===== src/rtl/tscu_pkg.sv =====
package tscu_pkg;

  localparam int FRAC_BITS     = 24;
  localparam int MAX_ORDER_DEF = 31;
  localparam int ORD_W         = 6;
  localparam int CFG_W         = 5;
  localparam int ANG_W         = 32;
  localparam int MAG_W         = 32;
  localparam int XW            = FRAC_BITS + 3;
  localparam int TW            = 32;
  localparam int PW            = TW + XW - FRAC_BITS;
  localparam int VW            = PW + 1;
  localparam int SW            = 40;
  localparam int RED_STEPS     = 5;
  localparam int CFG_RESET     = 15;

  localparam logic [63:0] TWO_PI_Q60  = 64'h6487ED5110B4611A;
  localparam logic [63:0] TWO_PI_FULL =
    (TWO_PI_Q60 + (64'd1 << (59 - FRAC_BITS))) >> (60 - FRAC_BITS);
  localparam logic [MAG_W-1:0] TWO_PI = TWO_PI_FULL[MAG_W-1:0];

  typedef struct packed {
    logic             valid;
    logic             cosine;
    logic             neg;
    logic [ORD_W-1:0] order;
  } tscu_side_t;

  typedef struct packed {
    tscu_side_t             side;
    logic [XW-1:0]          x;
    logic [TW-1:0]          term;
    logic signed [SW-1:0]   sum;
    logic signed [SW-1:0]   err;
    logic                   minus;
  } tscu_lane_t;

endpackage


===== src/rtl/tscu_out_if.sv =====
interface tscu_out_if;
  logic               valid;
  logic               ready;
  logic signed [31:0] value;
  logic signed [31:0] error_bound;
  modport source (output valid, value, error_bound, input ready);
  modport sink (input valid, value, error_bound, output ready);
endinterface


===== src/rtl/tscu_out_buf.sv =====
module tscu_out_buf (
  input  logic               clk,
  input  logic               rst,
  input  logic               push,
  input  logic signed [31:0] push_value,
  input  logic signed [31:0] push_err,
  output logic               en,
  tscu_out_if.source         result
);
  import tscu_pkg::*;

  logic signed [31:0] val_mem [0:1];
  logic signed [31:0] err_mem [0:1];
  logic               wr_ptr, rd_ptr;
  logic [1:0]         cnt;
  logic               pop, wr;

  assign pop          = result.valid && result.ready;
  assign en           = (cnt != 2'd2) || result.ready;
  assign wr           = push && en;
  assign result.valid = (cnt != 2'd0);
  assign result.value       = val_mem[rd_ptr];
  assign result.error_bound = err_mem[rd_ptr];

  always_ff @(posedge clk) begin
    if (wr) begin
      val_mem[wr_ptr] <= push_value;
      err_mem[wr_ptr] <= push_err;
    end
  end

  always_ff @(posedge clk) begin
    if (rst) begin
      wr_ptr <= 1'b0;
      rd_ptr <= 1'b0;
      cnt    <= 2'd0;
    end else begin
      if (wr) wr_ptr <= ~wr_ptr;
      if (pop) rd_ptr <= ~rd_ptr;
      cnt <= cnt + {1'b0, wr} - {1'b0, pop};
    end
  end

  a_cnt_range: assert property (@(posedge clk) disable iff (rst) cnt != 2'd3)
    else $error("output buffer count out of range");
  a_no_overrun: assert property (@(posedge clk) disable iff (rst)
    (cnt == 2'd2 && !result.ready) |-> !wr)
    else $error("write into a full output buffer");
  a_reset_empty: assert property (@(posedge clk) rst |=> cnt == 2'd0)
    else $error("output buffer not empty after reset");

endmodule


===== src/flat_wrapper.sv =====
// flat-port wrapper written by rule: the top's interface ports become plain ports
module tscu_out_buf_flat import tscu_pkg::*;
  (clk, rst, push, push_value, push_err, en, result_valid, result_value, result_error_bound, result_ready);
  tscu_out_if result_i ();
  input  logic clk;
  input  logic rst;
  input  logic push;
  input  logic signed [31:0] push_value;
  input  logic signed [31:0] push_err;
  output logic en;
  output wire logic [$bits(result_i.valid)-1:0] result_valid;
  output wire logic [$bits(result_i.value)-1:0] result_value;
  output wire logic [$bits(result_i.error_bound)-1:0] result_error_bound;
  input wire logic [$bits(result_i.ready)-1:0] result_ready;
  assign result_valid = result_i.valid;
  assign result_value = result_i.value;
  assign result_error_bound = result_i.error_bound;
  assign result_i.ready = result_ready;
  tscu_out_buf u_core (.clk(clk), .rst(rst), .push(push), .push_value(push_value), .push_err(push_err), .en(en), .result(result_i));
endmodule

===== config.mk =====
export PLATFORM = sky130hd
export DESIGN_NAME = tscu_out_buf_flat
export DESIGN_NICKNAME = d
export VERILOG_FILES = /design/src/rtl/tscu_pkg.sv /design/src/rtl/tscu_out_if.sv /design/src/rtl/tscu_out_buf.sv /design/src/flat_wrapper.sv
export SDC_FILE = /design/constraint.sdc
export NUM_CORES = 1
export LEC_CHECK = 0
export ABC_AREA = 1
export BUFFER_PORTS_ARGS = -buffer_cell sky130_fd_sc_hd__buf_2
export CORE_ASPECT_RATIO = 0.8
export CORE_MARGIN = 5
export CORE_UTILIZATION = 40
export CTS_CLUSTER_SIZE = 40
export DETAILED_ROUTE_END_ITERATION = 16
export MAX_ROUTING_LAYER = met4
export PLACE_DENSITY = 0.66
export SYNTH_ARGS = -nofsm -noshare
export SYNTH_HDL_FRONTEND = slang
export SYNTH_SLANG_ARGS = --single-unit

===== constraint.sdc =====
create_clock -name clk -period 3.7 [get_ports clk]
set_input_delay 0.185 -clock clk [delete_from_list [all_inputs] [get_ports clk]]
set_output_delay 0.185 -clock clk [all_outputs]
set_load 0.02 [all_outputs]

==> insert_results.sql <==
INSERT INTO impl_metrics (metric_group, metric, value, unit) VALUES
('critical_path', 'arrival_time_worst_endpoint', '2250', 'ps'),
('yosys', 'synthXorXnorAreaFrac', '0', ''),
('power_and_ir_drop', 'combinationalPowerShare', '0.236', ''),
('detailed_routing', 'final_ant_viol_nets', '0', ''),
('layout', 'seq_area', '3950', 'sq um'),
('placed_design', 'port_bufs', '133', ''),
('placed_design', 'dpl.cell_count', '543', ''),
('layout', 'fillerInstances', '997', ''),
('critical_path', 'cpPeakStageDelay', '1000', 'ps'),
('clock_network', 'cts_made_buffers', '17', ''),
('layout', 'multi_input_area', '1060', 'sq um'),
('yosys', 'syn_inst', '238', ''),
('clock_network', 'clk_path_buf_depth', '2', ''),
('sta', 'post-route-worst-setup-slack', '1270', 'ps'),
('global_routing', 'grt_overflow_total', '0', ''),
('global_routing', 'grt_max_degree', '65', ''),
('sta', 'slew_at_the_pin_closest_to_its_max_slew_limit', '1020', 'ps'),
('yosys', 'synth_top_family_by_area', 'multiplexers', ''),
('run_status', 'status', 'complete, no violations', ''),
('die', 'die_h', '112', 'microns'),
('global_routing', 'grt_pass1_wl', '15.5', 'mm'),
('clock_network', 'clk_pin_slew', '60', 'ps'),
('yosys', 'synth_mux_area_frac', '0.183', ''),
('layout', 'antennaDiodeCount', '0', ''),
('detailed_routing', 'vias', '2878', ''),
('sta', 'worst_hold_slack', '71.8', 'ps'),
('die', 'floorplan.die_area', '15300', 'sq um'),
('yosys', 'flop_and_latch_count_out_of_synthesis', '133', ''),
('critical_path', 'critical_path.n_buffers_inverters', '2', ''),
('die', 'num_rows', '37', ''),
('yosys', 'synth-compound-area-share', '0.00290', ''),
('yosys', 'asyncSetResetFlopFracSynth', '0', ''),
('power_and_ir_drop', 'fin_total_pwr', '4.76', 'mW'),
('power_and_ir_drop', 'power_report.internal_total', '3.46', 'mW'),
('power_and_ir_drop', 'clock_power_share', '0.346', ''),
('critical_path', 'crit_path_end_kind', 'output pin', ''),
('placed_design', 'dpl_worst_slack', '1660', 'ps'),
('yosys', 'synth_sequential_area_ratio', '0.762', ''),
('yosys', 'synth_largest_area_cell', 'edfxtp_1', ''),
('layout', 'utilization', '0.565', ''),
('yosys', 'yosys.area_share.simple', '0.0131', ''),
('critical_path', 'cp_slowest_cell', 'dfxtp_4', ''),
('sta', 'finalWorstPathRequiredPeriod', '2430', 'ps'),
('die', 'fp.coreArea', '12800', 'sq um'),
('job', 'maxCapViolCount', '0', ''),
('yosys', 'post_synth_instance_area', '5170', 'sq um'),
('worst_hold_path', 'timing.hold.worst.class', 'in2reg', ''),
('layout', 'finalNonFillerCells', '640', ''),
('die', 'ios', '134', ''),
('layout', 'finalNetCount', '522', ''),
('global_routing', 'number_of_global_route_vias_before_repair', '3147', ''),
('sta', 'finalHoldViolations', '0', ''),
('critical_path', 'worst-path-max-fanout', '54', ''),
('clock_network', 'clock_sink_total', '133', ''),
('placed_design', 'post_detail_place_hpwl', '5.97', 'mm'),
('sta', 'fin_skew', '6.59', 'ps'),
('power_and_ir_drop', 'power_density', '660', 'nW/um^2'),
('power_and_ir_drop', 'power.static_leakage', '2.90', 'nW'),
('sta', 'rsz0062_at_grt', 'false', ''),
('detailed_routing', 'drt_pre_antenna_iters', '7', ''),
('layout', 'post-route-cell-area', '7220', 'sq um'),
('detailed_routing', 'drt_wl_total', '10.0', 'mm'),
('clock_network', 'clk_latency', '400', 'ps'),
('yosys', 'synth.cells.most_frequent', 'edfxtp_1 (128), mux2_4 (60), inv_1 (12)', ''),
('yosys', 'synth_edf_count', '128', ''),
('die', 'start_util', '0.405', ''),
('yosys', 'synth_fa_ha_area_frac', '0.00484', ''),
('detailed_routing', 'drcViolationCount', '0', ''),
('yosys', 'synth_most_common_cell', 'edfxtp_1', ''),
('layout', 'final_layout_size_suffix_gt1_frac', '0.501', ''),
('yosys', 'synth_cell_type_count', '13', '');
## power by group through the flow
stage / sequential [mW] / combinational [mW] / clock, mW
detailed placement: 2.02 / 1.08 / 0
CTS: 2.00 / 1.14 / 1.69
global placement: 2.02 / 1.07 / 0
global route: 2.01 / 1.20 / 1.76
floorplan: 1.91 / 0.929 / 0
finish: 1.99 / 1.13 / 1.65
## worst register-to-register path, cell delays in order, from the launching register on
cell	delay [ps]
dfxtp_1	300
inv_1	60
nand3_1	160
nand2_1	130
nor2_4	650
buf_12	330
## registers in the layout, indices dropped and copies added, names as in the netlist, named ones only
signal,count
u_core.wr_ptr,1
u_core.cnt,2
u_core.rd_ptr,1
u_core.err_mem,64
u_core.val_mem,64
## cell type report
cell class | count | area share
multi-input cells | 86 | 0.147
inverters | 12 | 0.00624
flip-flops and latches | 133 | 0.547
clock buffers | 17 | 0.0589
well taps | 175 | 0.0303
clock inverters | 15 | 0.0225
repair buffers | 202 | 0.188
## path summary, 6_finish.rpt
kind                            cells after the start  slack [ps]     startpoint                     to
worst max register to register                      5        1720  u_core.cnt[0]  u_core.val_mem[0][20]
worst max-delay path                                3        1270      flip-flop       result_value[10]
worst min-delay path                                3          70           push          u_core.wr_ptr
worst min register to register                      2         500  u_core.rd_ptr          u_core.rd_ptr
## layout by cell type (no fill, tap or decap), types with 3 or more instances in the layout
cell type / n
buf_4: 3
nand3_1: 3
buf_2: 133
mux2_2: 4
clkbuf_16: 17
nand2_1: 7
clkinv_1: 3
inv_1: 11
nor2_1: 6
edfxtp_1: 128
mux2_4: 60
dlygate4sd3_1: 65
clkinv_2: 4
dfxtp_1: 4
bufinv_16: 3
## cells by family after synthesis
group                      count (synthesis)
DFF                                      133
muxes                                     64
buffers and inverters                     19
and+or+nand+nor                           17
AOI/OAI and AO/OA                          3
adders and majority gates                  2
## layer usage
metal / global-route usage / wire (microns) / vias up
met5: - / 0 / -
met4: 0.0419 / 98 / 0
met3: 0.0425 / 694 / 11
met2: 0.215 / 4820 / 124
met1: 0.171 / 4420 / 1396
li1: - / - / 1347
## repair_timing
action,CTS,global route
hold buffers,65,0
setup endpoints to repair,0,0
hold endpoints to repair,129,0
resized for setup,0,0
Power figures use the tool's default switching activity.
