[src/rtl/tscu_pkg.sv]
package tscu_pkg;

  localparam int FRAC_BITS     = 24;
  localparam int MAX_ORDER_DEF = 31;
  localparam int ORD_W         = 6;
  localparam int CFG_W         = 5;
  localparam int ANG_W         = 32;
  localparam int MAG_W         = 32;
  localparam int XW            = FRAC_BITS + 3;
  localparam int TW            = 32;
  localparam int PW            = TW + XW - FRAC_BITS;
  localparam int VW            = PW + 1;
  localparam int SW            = 40;
  localparam int RED_STEPS     = 5;
  localparam int CFG_RESET     = 15;

  localparam logic [63:0] TWO_PI_Q60  = 64'h6487ED5110B4611A;
  localparam logic [63:0] TWO_PI_FULL =
    (TWO_PI_Q60 + (64'd1 << (59 - FRAC_BITS))) >> (60 - FRAC_BITS);
  localparam logic [MAG_W-1:0] TWO_PI = TWO_PI_FULL[MAG_W-1:0];

  typedef struct packed {
    logic             valid;
    logic             cosine;
    logic             neg;
    logic [ORD_W-1:0] order;
  } tscu_side_t;

  typedef struct packed {
    tscu_side_t             side;
    logic [XW-1:0]          x;
    logic [TW-1:0]          term;
    logic signed [SW-1:0]   sum;
    logic signed [SW-1:0]   err;
    logic                   minus;
  } tscu_lane_t;

endpackage

[src/rtl/tscu_term_cell.sv]
module tscu_term_cell #(
  parameter int unsigned N = 1
) (
  input  logic                 clk,
  input  logic                 rst,
  input  logic                 en,
  input  tscu_pkg::tscu_lane_t lane_in,
  output tscu_pkg::tscu_lane_t lane_out
);
  import tscu_pkg::*;

  localparam int S = VW;
  localparam logic [S:0]       M      = (S+1)'((65'd1 << S) / N);
  localparam logic [17:0]      M_LO   = M[17:0];
  localparam logic [S-18:0]    M_HI   = M[S:18];
  localparam logic [VW-1:0]    HALF_N = VW'(N / 2);
  localparam logic [6:0]       N_C    = 7'(N);
  localparam logic [VW-1:0]    N_V    = VW'(N);
  localparam logic             N_ODD  = N_C[0];

  logic [TW+XW-1:0]   prod;
  logic [TW+XW-1:0]   prod_rnd;
  logic [VW-1:0]      v_a;
  tscu_lane_t         a_l, b_l, c_l, d_l;
  tscu_lane_t         d_next, out_next;
  logic [VW-1:0]      a_v, b_v, c_v;
  logic [VW+17:0]     pp_lo;
  logic [VW+S-18:0]   pp_hi;
  logic [VW+S:0]      full;
  logic [VW-1:0]      c_q;
  logic [VW+6:0]      qn;
  logic [VW-1:0]      rem;
  logic [VW-1:0]      q;
  logic               sum_upd, err_upd;
  logic [6:0]         ord7;

  assign prod     = lane_in.term * lane_in.x;
  assign prod_rnd = prod + (TW+XW)'(1 << (FRAC_BITS - 1));
  assign v_a      = {1'b0, prod_rnd[TW+XW-1:FRAC_BITS]} + HALF_N;

  // Stage A: rounded product; B: reciprocal partial products; C: quotient estimate; D: corrected term.
  always_ff @(posedge clk) begin
    if (rst) begin
      a_l.side.valid <= 1'b0;
      b_l.side.valid <= 1'b0;
      c_l.side.valid <= 1'b0;
      d_l.side.valid <= 1'b0;
    end else if (en) begin
      a_l   <= lane_in;
      a_v   <= v_a;
      b_l   <= a_l;
      b_v   <= a_v;
      pp_lo <= a_v * M_LO;
      pp_hi <= a_v * M_HI;
      c_l   <= b_l;
      c_v   <= b_v;
      c_q   <= full[S +: VW];
      d_l   <= d_next;
    end
  end

  assign full = {pp_hi, 18'd0} + (VW+S+1)'(pp_lo);

  // The reciprocal quotient is at most one short; one compare fixes it.
  assign qn  = c_q * N_C;
  assign rem = c_v - qn[VW-1:0];
  assign q   = (rem >= N_V) ? (c_q + 1'b1) : c_q;

  always_comb begin
    d_next      = c_l;
    d_next.term = q[TW-1:0];
  end

  assign ord7    = 7'(d_l.side.order);
  assign sum_upd = (N_C <= ord7) && (d_l.side.cosine != N_ODD);
  assign err_upd = (d_l.side.cosine == N_ODD) && ((N_C - 7'd1) <= ord7) &&
                   (d_l.side.cosine || (N_C >= 7'd2));

  always_comb begin
    out_next = d_l;
    if (sum_upd) begin
      out_next.sum   = d_l.minus ? (d_l.sum - SW'(d_l.term)) : (d_l.sum + SW'(d_l.term));
      out_next.minus = ~d_l.minus;
    end
    if (err_upd) begin
      out_next.err = SW'(d_l.term);
    end
  end

  always_ff @(posedge clk) begin
    if (rst) begin
      lane_out.side.valid <= 1'b0;
    end else if (en) begin
      lane_out <= out_next;
    end
  end

endmodule

[config.mk]
export PLATFORM = sky130hd
export DESIGN_NAME = tscu_term_cell
export DESIGN_NICKNAME = d
export VERILOG_FILES = /design/src/rtl/tscu_pkg.sv /design/src/rtl/tscu_term_cell.sv
export SDC_FILE = /design/constraint.sdc
export NUM_CORES = 2
export LEC_CHECK = 0
export BUFFER_PORTS_ARGS = -buffer_cell sky130_fd_sc_hd__buf_4
export CORE_MARGIN = 2
export CORE_UTILIZATION = 55
export DETAILED_ROUTE_END_ITERATION = 10
export PLACE_DENSITY = 0.74
export SYNTH_ARGS = -nofsm -noshare
export SYNTH_HDL_FRONTEND = slang
export SYNTH_SLANG_ARGS = --single-unit
[constraint.sdc]
create_clock -name clk -period 62.3 [get_ports clk]
set_clock_uncertainty 0.2 [all_clocks]
set_input_delay 12.46 -clock clk [delete_from_list [all_inputs] [get_ports clk]]
set_output_delay 12.46 -clock clk [all_outputs]
set_load 0.01 [all_outputs]
==> results by stage <==
Worst setup path:
- Measured in cells, the most critical reg-to-reg path has a length of 20.
- The required time at the worst-slack endpoint is 62.48 ns.
- The startpoint identified for the worst register-to-register timing path is d_l[81]$_DFFE_PP_.
- The start point of the critical path is lane_in[125].
- The launching element type of the critical path is an input pin.
- The worst setup path is of the in -> reg kind.
- The most critical setup path has its endpoint at a_v[31]$_DFFE_PP_.
- The cell repeated most along the worst path is sky130_fd_sc_hd__fa_1.
- The stage delay of the slowest cell on the critical path is 0.58 ns.
- The cell at the slowest stage of the critical path is sky130_fd_sc_hd__a2111oi_4.
- The biggest fanout along the worst timing path is 33.
- The worst setup path is captured at a flip-flop.
- The data arrival time of the critical path is 19.58 ns.
- Across all register-to-register paths, the minimum setup slack is 56.55 ns.
- The worst register-to-register path ends at lane_out[80]$_DFFE_PP_.

Placement:
- During placement, the flow inserted port buffers numbering 300.
- The HPWL after detailed placement is 84740 um.
- The congestion estimate from routability-driven global placement came to 0.8836.

GRT:
- The largest net degree at the start of global routing is 154.
- The number of global-route vias before repair is 32.38k.
- The total global routing track utilization is 23.21%.
- The total overflow left after global routing is 0.
- The initial antenna violation count was 5.
- The first global-routing pass estimated 177100 um of wire.

Drt:
- The routed length per placed instance is 19.03 um.
- The DRC violations left is 0.
- The detailed-route via count is 31.05k.
- The DRC violation total after the first TritonRoute iteration is 2543.
- The total iterations of the first detailed-routing run is 6.
- The aggregate routed wire length is 111900 um.
- The residual antenna-violating net count after detailed routing is 0.
- In the routed layout, each cell is associated on average with a via count of 5.279.

Cells and area:
- Relative to the synthesized area, the layout overhead comes to 10.87%.
- After filler insertion, the fill cell instance count of the layout stands at 7341.
- Of the cells placed in the final design, the portion with a size suffix greater than 1 is 10.42%.
- After the last flow step, the layout net total stands at 5700.
- Summing all multi-input logic gate instances after layout gives 26780 sq um.
- The area occupied by registers is 22320 sq um.

Timing:
- The highest achievable clock rate is 51.55 MHz.
- After layout, the minimum clock period comes to 19.40 ns.
- The final setup violation count is 0.
- Setup repair after global routing left no endpoint under its margin.
- The sum of negative setup slack is 0 ns.
- The relative slew slack is 33.93%.
- The slew at the pin with the worst max-slew slack is 0.9828 ns.
- The final critical path takes up 31.14% of the cycle.
- The final-report hold violation count came to 0.
- The max-slew violation total from the final report is 0.

Synthesis:
- The cell count after synthesis came out at 4346.
- The main flop type after synthesis is sky130_fd_sc_hd__edfxtp_1.
- The number of different library cells used by synthesis comes to 67.
- The mapped netlist covers 53040 sq um.
- In this run the biggest area consumer among cell types represents 41.89% of the synthesized area.
- Sorting the synthesized cells by area gives the leading types as sky130_fd_sc_hd__edfxtp_1 42%, sky130_fd_sc_hd__fa_1 28%, sky130_fd_sc_hd__inv_1 6.1%, sky130_fd_sc_hd__ha_1 5.8%, sky130_fd_sc_hd__and2_1 4.7%.
- The warning count from the yosys run is 0.
- The synthesized design contains 740 enable-type register cells.
- After synthesis, the share of flip-flops with an asynchronous set or reset is 0%.
- Synthesis produced a netlist with a net count of 5491.
- The post-synthesis register bit count is 745.
- The portion of the post-synthesis area used by sequential elements is 42.08%.
- The synthesized design spends more area on one cell type than any other, namely sky130_fd_sc_hd__edfxtp_1.
- The most common cell in the synthesized netlist is sky130_fd_sc_hd__inv_1.
- A synthesized cell averages 12.20 sq um.
- The commonest cells after synthesis are 865 x sky130_fd_sc_hd__inv_1, 748 x sky130_fd_sc_hd__fa_1, 740 x sky130_fd_sc_hd__edfxtp_1, 545 x sky130_fd_sc_hd__nand2_1, 399 x sky130_fd_sc_hd__and2_1.

Worst hold path:
- The path class of the lowest-slack min-delay path is reg -> reg.

Floorplanning:
- During I/O placement, the number of pins put on the boundary was 301.
- The region available for standard cell placement spans 95290 sq um.
- The overall die width is 314.5 um.
- The die covers 98940 sq um.
- The height of the die is 314.5 um.
- In this run the core area contains 113 standard-cell rows.
- Once the floorplan was initialized, standard cells occupied 55.66% of the core.

Clocking:
- The cell sitting at the root of the clock tree is a sky130_fd_sc_hd__clkbuf_16.
- After clock tree synthesis, the clock-pin slew on the worst setup and hold paths is 0.06 ns.
- The total clock buffers created by CTS is 78.
- The H-tree was split into 3 levels.
- After clock tree synthesis, the repair step resized 0 gates.
- The clock passes through at most 3 buffers.
- The count of buffers added by post-CTS timing repair for setup is 0.
- Clock tree synthesis found a total of 745 sinks.
- The clock latency on the worst-skew pair is 0.64 ns.
- The clock tree from TritonCTS is done.
- The number of buffers inserted for hold repair after clock tree synthesis is 0.

Run status:
- The run finished with clean final reports.

Run:
- The number of max-cap violations is 0.
-- worst min-delay path by stage --
stage	from	to	slack (ns)	cells past startpoint
floorplan	a_l[0]$_DFFE_PP_	b_l[0]$_DFFE_PP_	0.20	0
global placement	b_l[131]$_DFFE_PP_	c_l[131]$_DFFE_PP_	0.20	0
detailed placement	a_l[113]$_DFFE_PP_	b_l[113]$_DFFE_PP_	0.20	0
CTS	b_l[29]$_DFFE_PP_	c_l[29]$_DFFE_PP_	0.19	0
global route	a_l[66]$_DFFE_PP_	b_l[66]$_DFFE_PP_	0.19	0
finish	b_v[29]$_DFFE_PP_	c_q[29]$_DFFE_PP_	0.19	0
-- state kept, by name, summed over array words and instances, names as in the netlist --
name / flops
a_v: 32
b_v: 32
lane_out: 149
b_l: 117
a_l: 117
d_l: 149
c_q: 32
c_l: 117
-- area by class of cell --
type / instances / area share [%]
clock inverters: 46 / 0.8213
well taps: 1265 / 2.691
repair buffers: 312 / 4.004
multi-input cells: 2553 / 45.55
diodes: 2 / 0.008510
inverters: 865 / 5.521
flip-flops and latches: 745 / 37.96
clock buffers: 93 / 3.451
-- per-stage QoR --
| stage | setup slack [ns] | hold WS [ns] | instances | cell area [sq um] | utilization, % |
|---|---|---|---|---|---|
| global route | 42.52 | 0.1919 | 5881 | 58810 | 61.71 |
| finish | 42.90 | 0.1915 | 5881 | 58810 | 61.71 |
| floorplan | 15.03 | 0.2003 | 4346 | 53040 | - |
| detailed placement | 42.21 | 0.2045 | 5740 | 56290 | 59.07 |
| CTS | 42.90 | 0.1875 | 5879 | 58800 | 61.71 |
| global placement | 42.29 | 0.2003 | 5740 | 56290 | 59.07 |
-- critical path: cells and delay by family --
family	cells	cell delay, ns
AOI/OAI and AO/OA	8	2.00
xor gates and xnor gates	1	0.12
adders and majority gates	8	3.98
buffers and inverters	6	0.58
and+or+nand+nor	3	0.39
-- cells in the final DEF, fill, tap and decap left out, drive strengths merged, types with 6 or more instances in the layout --
cell / netlist / routed
inv: 865 / 868
fa: 748 / 748
edfxtp: 740 / 740
nand2: 545 / 545
and2: 399 / 399
buf: 12 / 312
ha: 245 / 245
a21oi: 95 / 95
clkbuf: 171 / 93
o21ai: 78 / 78
xnor2: 77 / 77
nor2: 76 / 76
a21o: 43 / 43
clkinv: 0 / 34
mux2: 33 / 33
xor2: 30 / 30
nor2b: 20 / 20
nor3: 20 / 20
nand4: 17 / 17
o21bai: 13 / 13
a31oi: 11 / 11
nor4: 9 / 9
nand3: 8 / 8
o21a: 8 / 8
a211oi: 8 / 8
nand2b: 7 / 7
o31ai: 7 / 7
and3: 6 / 6
mux2i: 6 / 6
-- layer usage --
layer	vias to the layer above	global-route usage (%)	wire, um
met5	-	0	35
met4	6	5.920	2071
met3	152	6.133	10610
met2	1163	35.93	51150
met1	15700	32.95	48070
li1	14030	-	-
-- cells by family after synthesis --
group / synth area share, %
flops: 42.08
buf+inv: 7.435
xor+xnor: 1.767
simple gates: 10.25
mux: 0.8138
compound gates: 3.640
fa+ha+maj: 34.01
Power is left out: the tool's default activity adds up to more than one toggle a clock period on the data nets, which glitch-free logic cannot reach.
