<file path="src/rtl/tscu_pkg.sv">
package tscu_pkg;

  localparam int FRAC_BITS     = 24;
  localparam int MAX_ORDER_DEF = 31;
  localparam int ORD_W         = 6;
  localparam int CFG_W         = 5;
  localparam int ANG_W         = 32;
  localparam int MAG_W         = 32;
  localparam int XW            = FRAC_BITS + 3;
  localparam int TW            = 32;
  localparam int PW            = TW + XW - FRAC_BITS;
  localparam int VW            = PW + 1;
  localparam int SW            = 40;
  localparam int RED_STEPS     = 5;
  localparam int CFG_RESET     = 15;

  localparam logic [63:0] TWO_PI_Q60  = 64'h6487ED5110B4611A;
  localparam logic [63:0] TWO_PI_FULL =
    (TWO_PI_Q60 + (64'd1 << (59 - FRAC_BITS))) >> (60 - FRAC_BITS);
  localparam logic [MAG_W-1:0] TWO_PI = TWO_PI_FULL[MAG_W-1:0];

  typedef struct packed {
    logic             valid;
    logic             cosine;
    logic             neg;
    logic [ORD_W-1:0] order;
  } tscu_side_t;

  typedef struct packed {
    tscu_side_t             side;
    logic [XW-1:0]          x;
    logic [TW-1:0]          term;
    logic signed [SW-1:0]   sum;
    logic signed [SW-1:0]   err;
    logic                   minus;
  } tscu_lane_t;

endpackage

</file>
<file path="src/rtl/tscu_reduce_cell.sv">
module tscu_reduce_cell #(
  parameter int unsigned K = 0
) (
  input  logic                     clk,
  input  logic                     rst,
  input  logic                     en,
  input  tscu_pkg::tscu_side_t     side_in,
  input  logic [tscu_pkg::MAG_W-1:0] r_in,
  output tscu_pkg::tscu_side_t     side_out,
  output logic [tscu_pkg::MAG_W-1:0] r_out
);
  import tscu_pkg::*;

  localparam logic [MAG_W-1:0] SUB = TWO_PI << K;

  // One restoring step of the reduction by the rounded 2*pi constant.
  always_ff @(posedge clk) begin
    if (rst) begin
      side_out.valid <= 1'b0;
    end else if (en) begin
      side_out <= side_in;
      r_out    <= (r_in >= SUB) ? (r_in - SUB) : r_in;
    end
  end

endmodule

</file>
<file path="config.mk">
export PLATFORM = sky130hd
export DESIGN_NAME = tscu_reduce_cell
export DESIGN_NICKNAME = d
export VERILOG_FILES = /design/src/rtl/tscu_pkg.sv /design/src/rtl/tscu_reduce_cell.sv
export SDC_FILE = /design/constraint.sdc
export NUM_CORES = 1
export LEC_CHECK = 0
export ABC_AREA = 1
export BUFFER_PORTS_ARGS = -buffer_cell sky130_fd_sc_hd__buf_2
export CAP_MARGIN = 0
export CELL_PAD_IN_SITES_DETAIL_PLACEMENT = 1
export CELL_PAD_IN_SITES_GLOBAL_PLACEMENT = 1
export CORE_UTILIZATION = 40
export CTS_CLUSTER_SIZE = 12
export DETAILED_ROUTE_END_ITERATION = 10
export GPL_ROUTABILITY_DRIVEN = 0
export HOLD_SLACK_MARGIN = 0.1
export PLACE_DENSITY = 0.83
export REMOVE_ABC_BUFFERS = 1
export SETUP_SLACK_MARGIN = 0.3
export SYNTH_ARGS = -nofsm -noshare
export SYNTH_HDL_FRONTEND = slang
export SYNTH_SLANG_ARGS = --single-unit
</file>
<file path="constraint.sdc">
create_clock -name clk -period 3.75 [get_ports clk]
set_input_delay 0.5625 -clock clk [delete_from_list [all_inputs] [get_ports clk]]
set_output_delay 0.5625 -clock clk [all_outputs]
set_load 0.01 [all_outputs]
</file>
==> flow_summary.ini, run 1 <==
[cells_and_area]
nNetsFinal = 603
layout_commonest_cell = nand2_1
synthToLayoutAreaGrowth_pct = 19.2
mostFrequentLayoutCells = 206 x nand2_1, 84 x buf_2, 57 x nor2_1, 56 x inv_1, 40 x edfxtp_1
n_antenna_cell = 0
layoutNonFillerInstCount = 657
drive_above_1_share = 0.204

[synthesis]
avgSynthCellArea_um2 = 6.61
synth_seq_cells = 41
syn_inst = 473
synth_warnings = 0
seq_area_frac_synth = 0.390
synth_cell_types = 29
syn_area_um2 = 3130

[routing]
wl_per_cell_um = 14.3
drc_errors = 0
routed_via_density = 4.98
dr.pass1.iters = 4
postRouteWirelength_mm = 9.43
num_vias = 3273
detail-route-antenna-nets = 0
drt_iter0_markers = 115

[setup_path]
r2r_setup_slack_ps = 3180
worstSetupStartpoint = r_in[0]
cp.arrival_ps = 2100
cp.required_ps = 3810
start_kind = input pin
r2r_cells = 2
cp_max_fo = 40
endpoint_kind = register
reg2reg_from = side_out[8]
r2r-end = side_out[8]
crit_end = r_out[1]
crit_type = in -> reg

[cts]
cts.repair.resized = 0
clkSinkCount = 41
hold_buffers = 0
cts_buffers = 5
cts_buffer_depth = 2
htreeDepth = 2
post_cts_buffers = 0
clk_pin_slew_worst_paths_ps = 100
cts_tree = yes
root_buffer = clkbuf_8
clk_latency_ps = 300

[timing]
timing_hold_violations_final = 0
finalMaxSlewViolations = 0
hold-worst-slack_ps = 433
fin_crit_ps = 2040
rsz0062_at_grt = no
worst_pin_slew_ps = 1130
post-route-period-util = 0.544
finalSetupViolations = 0
skew_ps = 0
slew_headroom = 0.246
timing.fmax_mhz = 490
tns_ps = 0

[grt]
grt_pass1_vias = 3336
grt_first_pass_wirelength_mm = 16.0
grt_max_degree = 41
antenna_found_initial = 0
gr-total-overflow = 0
grt_use_total = 0.245

[floorplanning]
initial_core_util = 0.422
io_pins = 85
die-area_um2 = 8180
die_y_um = 90.4
core-area_um2 = 7410
rows = 31
die_w_um = 90.4

[placement]
numPlacedInstances = 649
hpwl_mm = 7.44
io_buffers = 84

[power_and_ir_drop]
p_leak_nw = 1.93
ir_drop_mv = 0.163
p_per_area_nw_per_um2 = 317

[status]
status = finished, final reports clean

[worst_hold_path]
holdCritPathClass = in -> reg

[flow_run]
drv_cap = 0
==> layout make-up <==
cell class              count  area (µm²)
clock buffers               5        68.8
well taps                  99         124
flip-flops and latches     41        1220
inverters                  62         233
fillers                  1050        3680
multi-input cells         363        1620
clock inverters             3        41.3
repair buffers             84         420
==> how the worst min path moves through the flow <==
stage / slack [ps] / to / start / depth (start not counted)
floorplan: 480 / side_out[8] / side_out[8] / 2
CTS: 430 / side_out[5] / side_in[5] / 1
detailed placement: 470 / side_out[8] / side_out[8] / 2
finish: 430 / side_out[5] / side_in[5] / 1
global route: 430 / side_out[5] / side_in[5] / 1
global placement: 440 / side_out[8] / side_out[8] / 2
==> cell families (layout without fill, tap and decap cells) <==
logic type / after synthesis / in the layout / synth area share
AO/OA/AOI/OAI: 24 / 24 / 0.0432
flip-flops: 41 / 41 / 0.390
buffers and inverters: 69 / 154 / 0.0940
AND/OR/NAND/NOR: 324 / 324 / 0.428
XOR/XNOR: 13 / 13 / 0.0364
adder cells (fa/ha/maj): 2 / 2 / 0.00800
==> report_power, final <==
group / internal, W / leakage, nW / total, W / switching (W)
logic: 0.0000890 / 1.49 / 0.000258 / 0.000169
clock network: 0.000196 / 0.0518 / 0.000371 / 0.000175
registers: 0.000546 / 0.381 / 0.000554 / 0.00000801
total: 0.000831 / 1.93 / 0.00118 / 0.000352
==> per-stage QoR <==
step	area [µm²]	utilization	total power, W	setup slack (ps)
6_report	3730	0.503	0.00118	1710
5_1_grt	3730	0.503	0.00124	1510
4_1_cts	3730	0.503	0.00119	1680
3_5_place_dp	3620	0.488	0.000822	1320
3_3_place_gp	3620	0.488	0.000809	1460
2_1_floorplan	3070	-	0.000711	1010
==> flip-flops by register name, summed over array words and instances, names as in the netlist <==
register / flops
side_out: 9
r_out: 32
==> routing by layer <==
metal  part of all wire  global-route usage  wire length [µm]  vias to the layer above
met3              0.039              0.0354               369                        9
met4              0.015              0.0618               140                        0
met1               0.47               0.312              4390                     1544
met2               0.48               0.432              4520                       78
met5                  0                   0                 0                        -
li1                   -                   -                 -                     1642
==> worst max-delay path: stages <==
cell,delay [ps]
buf_2,120
inv_1,60
ha_1,240
o21ai_2,180
nand2_1,90
nand2_1,120
nand2_2,70
nand3_2,100
nand2_2,70
nand2_4,320
o21ai_0,140
==> Yosys cell counts <==
library cell  number  area, µm²
nand3_1           36        180
nor3b_1            1       7.51
edfxtp_1          40       1200
nand3b_1           2       15.0
inv_1             56        210
nand2_4            1       11.3
nand2_2            9       56.3
nand4_1            3       18.8
a21oi_4            1       16.3
xor2_1            11       96.3
buf_2              1       5.00
nand3_2            1       10.0
buf_4              3       22.5
o21ai_1            8       40.0
ha_1               2       25.0
inv_2              6       22.5
nand2_1          206        773
nor2_4             1       11.3
buf_6              3       33.8
nor2_2             1       6.26
o21ai_2            1       8.76
nor3_1             3       15.0
o21ai_0            6       30.0
nor2_1            58        218
nor3_2             1       10.0
dfxtp_1            1       20.0
xnor2_1            2       17.5
and2_1             1       6.26
a21oi_1            8       40.0
No activity file was read; power rests on OpenSTA's default activity.
==> inputs of run 2 (changes only) <==
ABC_AREA = 0   (was 1)
CORE_UTILIZATION = 33   (was 40)
PLACE_DENSITY = 0.71   (was 0.83)
clock period = 1.7 ns   (was 3.75 ns; I/O delays follow)
==> run 2 against run 1 <==
  * The run now ends with setup timing left
  * Register-to-register slack got worse by 2100 ps
  * Clock skew is the same
  * Synthesized area is 30% lower
  * Critical path type unchanged
  * Highest routed layer unchanged
==> flow_summary.ini, run 2 <==
[setup_path]
cp_max_fo = 4
endpoint_kind = register
crit_type = in -> reg
cp.arrival_ps = 1900
cp.required_ps = 1750
start_kind = input pin

[routing]
detail-route-antenna-nets = 0
num_vias = 2155
postRouteWirelength_mm = 7.38
dr.pass1.iters = 4
drt_iter0_markers = 82
wl_per_cell_um = 17.7
routed_via_density = 5.18
drc_errors = 0

[cells_and_area]
synthToLayoutAreaGrowth_pct = 67.0
multiInputGateArea_um2 = 1240
layoutNonFillerInstCount = 416
regArea_um2 = 1220
nNetsFinal = 384
largest_reg_flops = 32
top_register = r_out
drive_above_1_share = 0.622
mostFrequentLayoutCells = 81 x buf_2, 55 x buf_4, 40 x edfxtp_1, 13 x xnor2_1, 13 x buf_6
nFillCells = 723
top_regs = r_out x32, side_out x9
n_antenna_cell = 0
layout_commonest_cell = buf_2

[timing]
worst_pin_slew_ps = 413
fin_crit_ps = 1850
finalSetupViolations = 31
finalMaxSlewViolations = 0
skew_ps = 0
timing_hold_violations_final = 0
rsz0062_at_grt = yes
slew_headroom = 0.718
hold-worst-slack_ps = 134
timing.fmax_mhz = 541
setup_ws_ps = -149
post-route-period-util = 1.09

[floorplanning]
rows = 29
io_pins = 85
initial_core_util = 0.344
core-area_um2 = 6390
die_w_um = 83.6
die-area_um2 = 7000
die_y_um = 83.6

[synthesis]
synth_cell_types = 42
ys.flop_type = edfxtp_1
synth_area_leaders = edfxtp_1 55%, xnor2_1 7.6%, xor2_1 4.8%
syn_inst = 192
avgSynthCellArea_um2 = 11.5
synth_edf_count = 40
syn_area_um2 = 2200
yosysMostFrequentCell = edfxtp_1
synthArstFlopShare = 0
seq_area_frac_synth = 0.555
synth_seq_cells = 41
netlist_top_cells_count = 40 x edfxtp_1, 19 x xnor2_1, 15 x nand2_1
synth_area_leader_cell = edfxtp_1
yosysTopAreaCellShare = 0.546
synth_warnings = 0

[power_and_ir_drop]
p_per_area_nw_per_um2 = 719
pwr-share-clk = 0.303
p_leak_nw = 1.53
ir_drop_mv = 0.415
power_frac_comb = 0.233
swShare = 0.266
p_int_w = 0.00194
pwr-share-seq = 0.464
p_switching_w = 0.000704

[cts]
root_buffer = clkbuf_8
cts_tree = yes
cts_buffer_depth = 2
clkSinkCount = 41
clk_pin_slew_worst_paths_ps = 90
hold_buffers = 0
clk_latency_ps = 290
cts_buffers = 5
htreeDepth = 2

[grt]
grt_max_degree = 41
gr-total-overflow = 0
antenna_found_initial = 0
grt_first_pass_wirelength_mm = 12.0
grt_pass1_vias = 2400
grt_use_total = 0.220

[placement]
hpwl_mm = 5.00
numPlacedInstances = 402
io_buffers = 84

[flow_run]
drv_cap = 0

[status]
status = finished with violations
violations = setup timing

[worst_hold_path]
holdCritPathClass = in -> reg
-- run 2: cell count changes in the layout (fill, tap and decap cells not counted), sizes merged, moves of 5 or more --
cell   change
inv       -58
buf       +66
nor2      -48
xnor2     +17
o21ai      -5
nand2    -201
nor3       +5
nand3     -28
-- run 2: kinds of logic after synthesis --
family / after synthesis / share of synthesized area
AO/OA/AOI/OAI: 35 / 0.111
XOR/XNOR: 31 / 0.123
adder cells (fa/ha/maj): 2 / 0.0114
buffers and inverters: 16 / 0.0341
flip-flops: 41 / 0.555
multiplexers: 1 / 0.00455
AND/OR/NAND/NOR: 66 / 0.160
-- run 2: final cells by class --
class                   count  share of cell area
clock buffers               5              0.0187
repair buffers            150               0.268
inverters                   4             0.00477
well taps                  77              0.0262
flip-flops and latches     41               0.332
clock inverters             3              0.0112
multi-input cells         136               0.339
-- run 2: power groups by stage --
stage	registers (W)	clock network, W	logic (W)
2_1_floorplan	0.00130	0	0.000155
3_3_place_gp	0.00125	0	0.000498
3_5_place_dp	0.00125	0	0.000516
4_1_cts	0.00123	0.000811	0.000575
5_1_grt	0.00124	0.000856	0.000662
6_report	0.00123	0.000801	0.000615
-- run 2: layer usage --
metal / wire, µm / vias to the layer above / GRT usage
met5: 0 / - / 0
met4: 226 / 0 / 0.109
met3: 319 / 20 / 0.0465
met2: 3810 / 81 / 0.387
met1: 3020 / 1049 / 0.252
li1: - / 1005 / -
-- run 2: repair_timing --
action | CTS | global route
gates resized for setup | 57 | 26
gates cloned | 2 | 0
setup buffers | 3 | 1
endpoints found under the setup margin | 32 | 32
pin swaps | 22 | 10
-- run 2: final timing paths --
path,start,cells after the start,slack [ps],endpoint
worst max-delay path,r_in[23],8,-150,r_out[26]
worst min register to register,side_out[8],2,510,side_out[8]
worst max register to register,side_out[8],2,1110,side_out[8]
worst min-delay path,side_in[3],1,130,side_out[3]
-- run 2: through the flow --
step | TNS [ps] | instance area [µm²] | util | setup slack (ps) | total power [W]
floorplan | -46900 | 2140 | - | -802 | 0.00145
global placement | -15410 | 3130 | 0.491 | -553 | 0.00174
detailed placement | -18410 | 3130 | 0.491 | -669 | 0.00177
CTS | -2330 | 3540 | 0.554 | -112 | 0.00261
global route | -4010 | 3670 | 0.575 | -190 | 0.00275
finish | -2930 | 3670 | 0.575 | -149 | 0.00264
-- run 2: critical path, stage by stage --
cell	delay (ps)
buf_6	90
or4_4	570
nor2_4	120
o2111ai_4	150
o21ai_4	270
buf_6	160
o2111ai_4	110
xnor2_2	170
==> inputs of run 3 (changes only) <==
CORE_UTILIZATION = 40   (was 33)
PLACE_DENSITY = 0.81   (was 0.71)
clock period = 2.2 ns   (was 1.7 ns; I/O delays follow)
==> run 3 against run 2 <==
  * The flow now finishes without violations
  * Cell count is 9.6% lower
  * Total power is 27% lower
  * Hold slack better by 76 ps
  * Sequential power is 23% lower
  * Clock power is 25% lower
  * Via count is 5.9% lower
  * Critical endpoint is now r_out[23]
  * Non-clock buffer count is 33 lower
  * Design area is 13% lower
  * Combinational power is 36% lower
  * Global-route usage is 0.84 points higher
  * Count of clock-buffer cells in the layout is 1 higher
==> flow_summary.ini, run 3 (same netlist as run 2, synthesis figures left out) <==
[setup_path]
r2r_setup_slack_ps = 1570
r2r_cells = 2
start_kind = input pin
cp.required_ps = 2240
reg2reg_from = side_out[8]
r2r-end = side_out[8]
cp_max_fo = 5
crit_type = in -> reg
worstSetupStartpoint = r_in[24]
endpoint_kind = register
cp.arrival_ps = 1990

[grt]
grt_first_pass_wirelength_mm = 10.4
grt_max_degree = 41
gr-total-overflow = 0
grt_pass1_vias = 2098
antenna_found_initial = 0
grt_use_total = 0.228

[routing]
drt_iter0_markers = 77
wl_per_cell_um = 17.2
postRouteWirelength_mm = 6.48
routed_via_density = 5.39
dr.pass1.iters = 4
drc_errors = 0
num_vias = 2028
detail-route-antenna-nets = 0

[cts]
clk_latency_ps = 290
clk_pin_slew_worst_paths_ps = 80
htreeDepth = 2
root_buffer = clkbuf_8
cts_tree = yes
hold_buffers = 0
cts_buffers = 5
clkSinkCount = 41
cts_buffer_depth = 2

[floorplanning]
die_w_um = 76.2
die_y_um = 76.2
die-area_um2 = 5800
rows = 26
io_pins = 85
initial_core_util = 0.423
core-area_um2 = 5200

[cells_and_area]
top_regs = r_out x32, side_out x9
stdcell_area_um2 = 3210
mostFrequentLayoutCells = 82 x buf_2, 40 x edfxtp_1, 30 x buf_4, 19 x xnor2_1
largest_reg_flops = 32
n_antenna_cell = 0
fin_util = 0.617
nNetsFinal = 351
nFillCells = 590
synthToLayoutAreaGrowth_pct = 46.0
regArea_um2 = 1220
drive_above_1_share = 0.513
top_register = r_out
multiInputGateArea_um2 = 1090
layout_commonest_cell = buf_2

[status]
status = finished, final reports clean

[power_and_ir_drop]
ir_drop_mv = 0.349
p_per_area_nw_per_um2 = 603
p_leak_nw = 1.31

[worst_hold_path]
min_to = side_out[5]
hp-start = side_in[5]
holdCritPathClass = in -> reg
hold_depth = 1

[placement]
hpwl_mm = 4.37
placed_area_um2 = 2870
io_buffers = 84

[timing]
tns_ps = 0
worst_pin_slew_ps = 684
hold-worst-slack_ps = 210
finalSetupViolations = 0
rsz0062_at_grt = yes
fin_crit_ps = 1950
skew_ps = 0
post-route-period-util = 0.886
finalMaxSlewViolations = 0
slew_headroom = 0.540
timing_hold_violations_final = 0
timing.fmax_mhz = 513

[flow_run]
drv_cap = 0
-- run 3: cell types whose count changed in the layout (fill, tap and decap cells not counted), moves of 3 or more --
cell,change
nor2_1,+3
nand3_1,+3
a21oi_2,-3
a21oi_1,+3
buf_4,-25
xnor2_1,+6
buf_6,-8
xnor2_2,-6
-- run 3: worst max path at each step --
stage               depth (start not counted)  slack, ps        end
global placement                            8       -160  r_out[21]
detailed placement                         10       -210  r_out[22]
floorplan                                   1       -380   r_out[0]
finish                                      8        250  r_out[23]
global route                                8        190  r_out[11]
CTS                                         8        270  r_out[21]
-- run 3: layer usage --
layer  track usage  share of wire  vias to the layer above
met5             0              0                        -
met4        0.0750          0.023                        0
met3        0.0431          0.053                       14
met1         0.265           0.40                     1004
met2         0.420           0.53                       73
li1              -              -                      937
-- run 3: final cells by class --
cell class | instances | area share
Clock inverter | 2 | 0.0109
Sequential cell | 41 | 0.380
Inverter | 4 | 0.00467
Tap cell | 70 | 0.0273
Timing Repair Buffer | 117 | 0.215
Multi-Input combinational cell | 136 | 0.339
Clock buffer | 6 | 0.0226
-- run 3: power breakdown --
part | internal (W) | total (W) | leakage (nW) | switching (W)
registers | 0.000933 | 0.000948 | 0.384 | 0.0000144
clock network | 0.000337 | 0.000598 | 0.0552 | 0.000261
logic | 0.000175 | 0.000391 | 0.874 | 0.000216
-- run 3: critical path, stage by stage --
cell and delay (ps):
buf_6 90, or4_4 570, nor2_4 130, o2111ai_4 170
o21a_4 300, buf_6 140, a211oi_2 160, xor2_1 100
-- run 3: repair_timing --
action                                 4_1_cts  5_1_grt
cloned                                       2        0
endpoints found under the hold margin        0        0
pin swaps                                   11        5
buffers inserted                             2        1
setup endpoints to repair                   27       30
gates resized for setup                     23       20
-- run 3: metrics by stage --
stage | cells | power, W | setup slack, ps
floorplan | 180 | 0.00112 | -377
global placement | 363 | 0.00130 | -159
detailed placement | 363 | 0.00132 | -205
CTS | 375 | 0.00194 | 265
global route | 376 | 0.00201 | 187
finish | 376 | 0.00194 | 251
